<file path="src/design/pmst_pkg.sv">
// Shared types and constants for the Prim minimum spanning tree block.
// Used by pmst_ctrl, pmst_dp and prim_minimum_spanning_tree_top; no dependencies.
package pmst_pkg;

  // default sizing
  localparam int MAX_NODES_DEF   = 32;
  localparam int WEIGHT_BITS_DEF = 16;

  // fixed field widths of the stream ports
  localparam int NODE_W   = 6;
  localparam int WEIGHT_W = 16;
  localparam int TOTAL_W  = 21;
  localparam int IN_DW    = 32;
  localparam int OUT_DW   = 56;

  // node_count after reset
  localparam logic [NODE_W-1:0] NODE_COUNT_RST = 6'd32;

  // result status codes
  localparam logic ST_TREE_EDGE     = 1'b0;
  localparam logic ST_NOT_CONNECTED = 1'b1;

  // datapath operations
  typedef enum logic [3:0] {
    OP_NOP,
    OP_CLR,
    OP_LOAD,
    OP_INIT,
    OP_FIND,
    OP_PICK,
    OP_UPD,
    OP_NEXT,
    OP_ESCAN,
    OP_ELOAD,
    OP_FAIL
  } op_t;

  typedef struct packed {
    op_t op;
  } cmd_t;

  typedef struct packed {
    logic clr_last;    // clear sweep at final address
    logic scan_done;   // node scan finished and pipeline drained
    logic found;       // an unvisited node with finite key was found
    logic last_round;  // current round is the final one
    logic emit_end;    // emission index reached node count
    logic hp_cur;      // node at emission index has a tree parent
    logic out_free;    // output register can take a beat
  } stat_t;

endpackage

</file>
<file path="src/design/pmst_ctrl.sv">
// Controller state machine for the Prim minimum spanning tree block.
// Depends on pmst_pkg; drives pmst_dp through cmd_t and reads stat_t.
module pmst_ctrl (
  input  logic           clk,
  input  logic           rst_n,
  input  logic           in_tvalid,
  input  logic           in_tlast,
  output logic           in_tready,
  input  pmst_pkg::stat_t stat,
  output pmst_pkg::cmd_t  cmd
);

  typedef enum logic [3:0] {
    S_CLEAR,
    S_LOAD,
    S_INIT,
    S_FIND,
    S_PICK,
    S_UPD,
    S_NEXT,
    S_ESCAN,
    S_ELOAD,
    S_FAIL
  } state_t;

  state_t state_r, state_nxt;
  logic   accept;

  assign in_tready = (state_r == S_LOAD);
  assign accept    = in_tvalid & in_tready;

  // next state and command
  always_comb begin
    state_nxt = state_r;
    cmd.op    = pmst_pkg::OP_NOP;
    case (state_r)
      S_CLEAR: begin
        cmd.op = pmst_pkg::OP_CLR;
        if (stat.clr_last) state_nxt = S_LOAD;
      end
      S_LOAD: begin
        if (accept) begin
          cmd.op = pmst_pkg::OP_LOAD;
          if (in_tlast) state_nxt = S_INIT;
        end
      end
      S_INIT: begin
        cmd.op    = pmst_pkg::OP_INIT;
        state_nxt = S_FIND;
      end
      S_FIND: begin
        cmd.op = pmst_pkg::OP_FIND;
        if (stat.scan_done) state_nxt = S_PICK;
      end
      S_PICK: begin
        if (stat.found) begin
          cmd.op    = pmst_pkg::OP_PICK;
          state_nxt = S_UPD;
        end else begin
          state_nxt = S_FAIL;
        end
      end
      S_UPD: begin
        cmd.op = pmst_pkg::OP_UPD;
        if (stat.scan_done) state_nxt = S_NEXT;
      end
      S_NEXT: begin
        cmd.op    = pmst_pkg::OP_NEXT;
        state_nxt = stat.last_round ? S_ESCAN : S_FIND;
      end
      S_ESCAN: begin
        cmd.op = pmst_pkg::OP_ESCAN;
        if (stat.emit_end) state_nxt = S_CLEAR;
        else if (stat.hp_cur) state_nxt = S_ELOAD;
      end
      S_ELOAD: begin
        if (stat.out_free) begin
          cmd.op    = pmst_pkg::OP_ELOAD;
          state_nxt = S_ESCAN;
        end
      end
      S_FAIL: begin
        if (stat.out_free) begin
          cmd.op    = pmst_pkg::OP_FAIL;
          state_nxt = S_CLEAR;
        end
      end
      default: state_nxt = S_CLEAR;
    endcase
  end

  // state register; reset starts the matrix clearing sweep
  always_ff @(posedge clk) begin
    if (!rst_n) begin
      state_r <= S_CLEAR;
    end else begin
      state_r <= state_nxt;
    end
  end

endmodule

</file>
<file path="config.mk">
export PLATFORM = sky130hd
export DESIGN_NAME = pmst_ctrl
export DESIGN_NICKNAME = d
export VERILOG_FILES = /design/src/design/pmst_pkg.sv /design/src/design/pmst_ctrl.sv
export SDC_FILE = /design/constraint.sdc
export NUM_CORES = 1
export LEC_CHECK = 0
export CAP_MARGIN = 20
export CORE_AREA = 2 2 39 41
export DETAILED_ROUTE_END_ITERATION = 10
export DIE_AREA = 0 0 41 43
export DONT_BUFFER_PORTS = 1
export GPL_TIMING_DRIVEN = 1
export HOLD_SLACK_MARGIN = 0.02
export PLACE_DENSITY = 0.55
export SYNTH_ARGS = -nofsm -noshare
export SYNTH_HDL_FRONTEND = slang
export SYNTH_SLANG_ARGS = --single-unit
</file>
<file path="constraint.sdc">
create_clock -name clk -period 2.8 [get_ports clk]
set_clock_uncertainty 0.05 [all_clocks]
set_input_delay 0.42 -clock clk [delete_from_list [all_inputs] [get_ports clk]]
set_output_delay 0.42 -clock clk [all_outputs]
set_load 0.02 [all_outputs]
</file>
==> results of run 1 <==
## per-layer routing
metal	vias to the layer above	wire length, µm	part of all wire (%)	GRT usage (%)
met4	0	21	1.9	10.0
met5	-	0	0	0
met3	2	72	6.6	2.09
li1	245	-	-	-
met2	11	516	47	20.3
met1	218	479	44	17.9
## area by class of cell
class	instances	area share [%]
tap	16	4.03
timing repair buffer	1	1.51
clock buffer	3	4.53
inverter	2	1.51
sequential	4	16.1
multi-input combinational	56	72.3
## cells by family after synthesis
family,count (synthesis),share of synthesized area (%)
compound gates,19,28.7
xor+xnor,1,1.86
buf+inv,7,6.65
flops,4,17.0
simple gates,36,45.7
## cell usage after synthesis (all sizes together) (2+ instances only)
master / count
nand2: 6
o21ai: 2
a21oi: 5
nor2: 9
o31a: 2
buf: 4
inv: 2
nand2b: 5
dfxtp: 4
nor3: 6
nor4: 2
nand3b: 3
## stage by stage
stage	setup WS, ns	total power [mW]	instances
5_1_grt	0.519	0.202	82
4_1_cts	0.605	0.196	82
3_3_place_gp	0.890	0.123	79
3_5_place_dp	0.865	0.123	79
2_1_floorplan	1.13	0.117	67
6_report	0.626	0.189	82
## where the power goes
part | internal (mW) | switching, mW | total, mW
sequential | 0.0605 | 0.00796 | 0.0684
clock | 0.0477 | 0.0201 | 0.0678
combinational | 0.0228 | 0.0304 | 0.0533
## how the worst min path moves through the flow
stage,end,startpoint,cells past startpoint
finish,state_r[3],rst_n,1
floorplan,state_r[3],rst_n,1
global route,state_r[1],rst_n,1
CTS,state_r[3],rst_n,1
detailed placement,state_r[3],rst_n,1
global placement,state_r[3],rst_n,1
==> impl_metrics.toml, run 1 <==
[job]
maxCapViolCount = 0

[final_layout]
top_register = "state_r"
layout.cells.most_common = "nor2_1"
nNetsFinal = 79
reg_top3 = "state_r x4"
final_core_util_pct = 35.9
regArea_um2 = 80.1
drive_gt1_share_pct = 13.6
syn_to_final_growth_pct = 5.59
finalInstanceArea_um2 = 497
multi_input_area_um2 = 359
largest_reg_flops = 4
fill_cells = 160
antenna_cells = 0
final_cell_mix = "nor2_1, nand2_1, a21oi_1, nor3_1"

[yosys]
synth_top_area_share_pct = 17.0
yosysWarnings = 0
synthesis.nets = 78
synth_area_leader_cell = "dfxtp_1"
yosys_most_used_dff = "dfxtp_1"
synth_top_cells_by_area = "dfxtp_1, nor2_1, a21oi_1"
synth_edf_count = 0
ys_types = 33
async_reset_ff_share_pct = 0
yosysSeqAreaShare_pct = 17.0
synth_cells = 67
netlist_area_um2 = 470
ys_seq_elements = 4
synth.avg_cell_area_um2 = 7.02

[route]
drtIter0Drc = 5
routed_wl_um = 1090
first_pass_iters = 6
post_drt_wl_per_cell_um = 13.3
drc = 0
num_vias = 476
via_per_inst = 5.80
ant_nets = 0

[worst_setup_path]
crit_path_start_kind = "flop"
crit_fanout = 12
crit-reg2reg-launch = "state_r[3]"
critPathTopFamily = "simple AND/OR/NAND/NOR gates"
cp.arrival_ns = 1.70
crit_end = "cmd[2]"
r2r-end = "state_r[1]"
slowest_stage = "dfxtp_1"
crit_required_ns = 2.33
crit_path_start = "state_r[0]"
worst-setup-path-type = "reg -> out"
r2r_cells = 4
cp.depth = 3
reg2reg_setup_slack_ns = 1.04
path_cells = "nand2_1, xor2_1, nor3_1"
critPathBufInv = 0
end_kind = "output port"
critical_path.max_stage_delay_ns = 0.58

[sta]
setup_tns_ns = 0
slew_headroom_pct = 57.8
holdWs_ns = 0.266
worst_pin_slew_ns = 0.626
rsz0062_at_grt = "no"
hold_viol = 0
max_freq_mhz = 460
finalSetupViolations = 0
fin_crit_ns = 2.17
min_period_over_period_pct = 77.6
slew_violations = 0

[clocking]
cts_made_buffers = 3
tritoncts = "done"
clkLatencyLatePin_ns = 0.23
post_cts_resize_count = 0
postCtsSetupBuffers = 0
ctsHtreeMaxLevel = 1
clock_sinks = 4
path_clk_slew_ns = 0.03
root_buffer = "clkbuf_4"
ctsHoldBuffers = 0
clock_path_buffers = 2

[grt]
grt_pass1_wl_um = 1740
grt_max_degree = 22
antenna_found_initial = 0
grt_pass1_vias = 435
grt_util_all_layers_pct = 14.0
overflow = 0

[hold_path]
hold_path.class = "in -> reg"

[die]
coreArea_mm2 = 0.00138
dieArea_mm2 = 0.00176
dieHeight_um = 43
start_util_pct = 34.0
rows = 14
io_pins = 16
die_w_um = 41

[placement]
place_congestion = 0.817
dpl.hpwl_um = 833
portBuffers = 0
placed_cell_area_um2 = 474

[power_and_ir_drop]
leakagePower_nw = 0.184
ir_drop_uv = 169
power_density_mw_per_mm2 = 381

[outcome]
status = "finished clean"
Power figures use the tool's default switching activity.
==> run 2, diff against run 1 <==
ABC_AREA = 1   (was not set)
PLACE_DENSITY = 0.5   (was 0.55)
clock period = 2.15 ns   (was 2.8 ns; I/O delays follow)
==> impl_metrics.toml, run 2 <==
[yosys]
synthAdderAreaFrac_pct = 0
netlist_area_um2 = 405
synth-simple-area-share_pct = 58.0
synth_edf_count = 0
synth_area_leader_cell = "nand2_1"
synth-compound-area-share_pct = 13.0
synth_top_family_by_area = "simple AND/OR/NAND/NOR gates"
ys_seq_elements = 4
yosys.cell_count.top_type = "nand2_1"
synth_cells = 74
yosysSeqAreaShare_pct = 19.8
async_reset_ff_share_pct = 0
synthMuxAreaShare_pct = 0
yosys_most_used_dff = "dfxtp_1"
yosysWarnings = 0
yosys-top-cells-count = "nand2_1, nor2_1, nand3_1, inv_2"
synth.avg_cell_area_um2 = 5.48
synthesis.nets = 85
synth_top_cells_by_area = "nand2_1, dfxtp_1, nor2_1"
synth_top_area_share_pct = 23.1
ys_types = 18
synthXorXnorAreaFrac_pct = 0

[final_layout]
reg_top3 = "state_r x4"
final_cell_mix = "nand2_1, nor2_1, nand3_1"
final_core_util_pct = 32.9
layout.cells.most_common = "nand2_1"
nNetsFinal = 91
drive_gt1_share_pct = 19.2
largest_reg_flops = 4
top_register = "state_r"
syn_to_final_growth_pct = 12.3
antenna_cells = 0

[grt]
overflow = 0
antenna_found_initial = 0
grt_pass1_vias = 363
grt_pass1_wl_um = 1450
grt_max_degree = 7
grt_util_all_layers_pct = 12.6

[die]
dieArea_mm2 = 0.00176
coreArea_mm2 = 0.00138
rows = 14
io_pins = 16
dieHeight_um = 43
die_w_um = 41
start_util_pct = 29.3

[sta]
min_period_over_period_pct = 85.5
max_freq_mhz = 544
hold_viol = 0
rsz0062_at_grt = "no"
setup_tns_ns = 0
fin_crit_ns = 1.84
worst_pin_slew_ns = 0.521
finalSetupViolations = 0
slew_violations = 0
fin_ws_ns = 0.312
slew_headroom_pct = 65.2

[placement]
portBuffers = 0
post-place-ws_ns = 0.554
dpl.hpwl_um = 794
place_congestion = 0.802

[power_and_ir_drop]
leakagePower_nw = 0.227
power_density_mw_per_mm2 = 1350
ir_drop_uv = 403

[worst_setup_path]
crit_path_start_kind = "flop"
critPathBufInv = 0
critical_path.max_stage_delay_ns = 0.46
crit-reg2reg-launch = "state_r[3]"
crit_required_ns = 1.78
critPathTopFamily = "compound AO/OA/AOI/OAI gates"
worst-setup-path-type = "reg -> out"
slowest_stage = "o221ai_1"
cp.arrival_ns = 1.47
path_cells = "nor2_1, nand3_1, o221ai_1"
end_kind = "output port"
crit_fanout = 6
crit_path_start = "state_r[0]"

[route]
ant_nets = 0
num_vias = 452
first_pass_iters = 4
via_per_inst = 4.81
post_drt_wl_per_cell_um = 10.1
routed_wl_um = 949
drc = 0
drtIter0Drc = 12

[clocking]
path_clk_slew_ns = 0.04
clkLatencyLatePin_ns = 0.23
clock_path_buffers = 2
tritoncts = "done"
post_cts_resize_count = 0
root_buffer = "clkbuf_4"
ctsHtreeMaxLevel = 1
cts_made_buffers = 3
ctsHoldBuffers = 0
postCtsSetupBuffers = 0
clock_sinks = 4

[hold_path]
min-delay-start = "rst_n"
hold_path.class = "in -> reg"

[outcome]
status = "finished clean"

[job]
maxCapViolCount = 0
-- run 2: changes by cell type after synthesis, moves of 3 or more --
| cell | previous run | this run |
|---|---|---|
| nand2_1 | 6 | 25 |
| nand3_1 | 0 | 7 |
| buf_2 | 4 | 0 |
| inv_2 | 1 | 6 |
| nor2_1 | 9 | 12 |
| inv_1 | 1 | 4 |
| nand2b_1 | 4 | 0 |
| a21oi_1 | 5 | 2 |
| nor2_2 | 0 | 3 |
| nor3_1 | 5 | 1 |
-- run 2: kinds of logic after synthesis --
group | after synthesis
simple gates | 52
buf+inv | 10
compound gates | 8
flops | 4
-- run 2: where the power goes --
| group | internal (mW) | leakage, nW | total (mW) | switching (mW) |
|---|---|---|---|---|
| Sequential | 0.0990 | 0.0330 | 0.133 | 0.0340 |
| Combinational | 0.120 | 0.180 | 0.390 | 0.270 |
| Clock | 0.0622 | 0.0138 | 0.0899 | 0.0277 |
| Total | 0.281 | 0.227 | 0.613 | 0.332 |
-- run 2: final timing paths --
kind / cells past startpoint / endpoint / slack [ns]
max: 3 / cmd[0] / 0.31
min: 2 / state_r[0] / 0.16
max reg2reg: 10 / state_r[1] / 0.75
min reg2reg: 4 / state_r[2] / 0.57
-- run 2: cell type report --
| class | count | area (µm²) |
|---|---|---|
| Clock buffer | 3 | 22.5 |
| Fill cell | 160 | 928 |
| Inverter | 10 | 37.5 |
| Multi-Input combinational cell | 60 | 288 |
| Sequential cell | 4 | 80.1 |
| Tap cell | 16 | 20.0 |
| Timing Repair Buffer | 1 | 7.51 |
-- run 2: metrics by stage --
stage	hold slack (ns)	total power, mW	cells	instance area, µm²
floorplan	0.393	0.464	74	405
finish	0.160	0.613	94	455
CTS	0.150	0.619	94	455
detailed placement	0.398	0.524	91	433
global route	0.161	0.676	94	455
global placement	0.399	0.533	91	433
-- run 2: layer usage --
metal / GRT usage (%) / routed length [µm] / up-vias
met4: 10.0 / 0 / 0
met2: 18.4 / 466 / 19
met1: 14.8 / 411 / 185
met5: 0 / 0 / -
met3: 2.62 / 71 / 0
li1: - / - / 248
-- run 2: worst reg2reg max path, delay by kind of cell (launching register included) --
| family | cells | cell delay, ns |
|---|---|---|
| buf+inv | 2 | 0.15 |
| simple gates | 8 | 0.70 |
| flops | 1 | 0.37 |
==> run 3, diff against run 2 <==
BUFFER_PORTS_ARGS = -buffer_cell sky130_fd_sc_hd__buf_2   (was not set)
DONT_BUFFER_PORTS = not set   (was 1)
PLACE_DENSITY = 0.54   (was 0.5)
TNS_END_PERCENT = 20   (was not set)
==> impl_metrics.toml, run 3 (synthesized netlist as in run 2, its figures left out) <==
[route]
routed_wl_um = 996
post_drt_wl_per_cell_um = 9.22
first_pass_iters = 4
drtIter0Drc = 16
via_per_inst = 4.76
num_vias = 514
drc = 0
ant_nets = 0

[power_and_ir_drop]
p_total_mw = 0.659
power_density_mw_per_mm2 = 1260
leakagePower_nw = 0.285
ir_drop_uv = 449

[worst_setup_path]
cp.arrival_ns = 1.39
worst-setup-path-type = "reg -> out"
reg2reg_setup_slack_ns = 0.87
r2r-end = "state_r[0]"
crit-reg2reg-launch = "state_r[3]"
r2r_cells = 9
crit_path_start_kind = "flop"
crit_fanout = 6
end_kind = "output port"
crit_required_ns = 1.78

[final_layout]
top_register = "state_r"
drive_gt1_share_pct = 31.5
antenna_cells = 0
reg_top3 = "state_r x4"
nNetsFinal = 105
finalInstanceArea_um2 = 523
syn_to_final_growth_pct = 29.0
layout.cells.most_common = "nand2_1"
final_cell_mix = "nand2_1, buf_2, nor2_1"
largest_reg_flops = 4

[sta]
max_freq_mhz = 566
slew_violations = 0
rsz0062_at_grt = "no"
holdWs_ns = 0.291
worst_pin_slew_ns = 0.292
hold_viol = 0
fin_ws_ns = 0.383
slew_headroom_pct = 80.4
finalSetupViolations = 0
setup_tns_ns = 0
min_period_over_period_pct = 82.2
fin_crit_ns = 1.77

[hold_path]
hold_end = "state_r[1]"
hold_path_depth = 3
min-delay-start = "rst_n"
hold_path.class = "in -> reg"

[job]
maxCapViolCount = 0

[clocking]
ctsHtreeMaxLevel = 1
cts_made_buffers = 3
root_buffer = "clkbuf_4"
clkLatencyLatePin_ns = 0.23
postCtsSetupBuffers = 0
clock_path_buffers = 2
ctsHoldBuffers = 0
clock_sinks = 4
path_clk_slew_ns = 0.04
tritoncts = "done"
post_cts_resize_count = 0

[die]
io_pins = 16
coreArea_mm2 = 0.00138
dieArea_mm2 = 0.00176
dieHeight_um = 43
die_w_um = 41
rows = 14
start_util_pct = 29.3

[placement]
portBuffers = 15
place_congestion = 0.864
post-place-ws_ns = 0.622
placed_cell_area_um2 = 500
dpl.hpwl_um = 839

[grt]
grt_max_degree = 7
grt_pass1_vias = 466
antenna_found_initial = 0
overflow = 0
grt_pass1_wl_um = 1640
grt_util_all_layers_pct = 13.5

[outcome]
status = "finished clean"
## run 3: cell types whose count changed in the layout (fill, tap and decap cells not counted), sizes merged
| cell | change |
|---|---|
| buf | +14 |
## run 3: worst max-delay path: stages (launching register included)
cell and delay (ns):
dfxtp_1 0.35, nor2_1 0.25, nand3_1 0.17, o221ai_1 0.20, buf_2 0.19
## run 3: how the worst max path moves through the flow
stage	from	to	slack, ns	cells after the start
3_3_place_gp	state_r[0]	cmd[0]	0.60	4
2_1_floorplan	state_r[0]	cmd[0]	0.70	3
4_1_cts	state_r[0]	cmd[0]	0.37	4
5_1_grt	state_r[0]	cmd[0]	0.27	4
6_report	state_r[0]	cmd[0]	0.38	4
3_5_place_dp	state_r[0]	cmd[0]	0.62	4
## run 3: cell type report
type                       count  area, µm²
tap                           16       20.0
multi-input combinational     60        288
clock buffer                   3       22.5
sequential                     4       80.1
timing repair buffer          15       75.1
inverter                      10       37.5
fill                         166        861
## run 3: where the power goes
| group | internal [mW] | switching (mW) |
|---|---|---|
| clock network | 0.0623 | 0.0293 |
| registers | 0.0990 | 0.0339 |
| logic | 0.153 | 0.282 |
## run 3: per-stage QoR
stage	instances	util (%)
after detailed placement	105	36.2
after global routing	108	37.8
after global placement	105	36.2
final	108	37.8
after CTS	108	37.8
after floorplan	74	-
## run 3: layer usage
layer	global-route usage [%]	vias to the layer above	wire [µm]
met5	0	-	0
met1	14.5	218	414
li1	-	273	-
met2	22.8	21	484
met3	2.09	2	79
met4	8.00	0	19
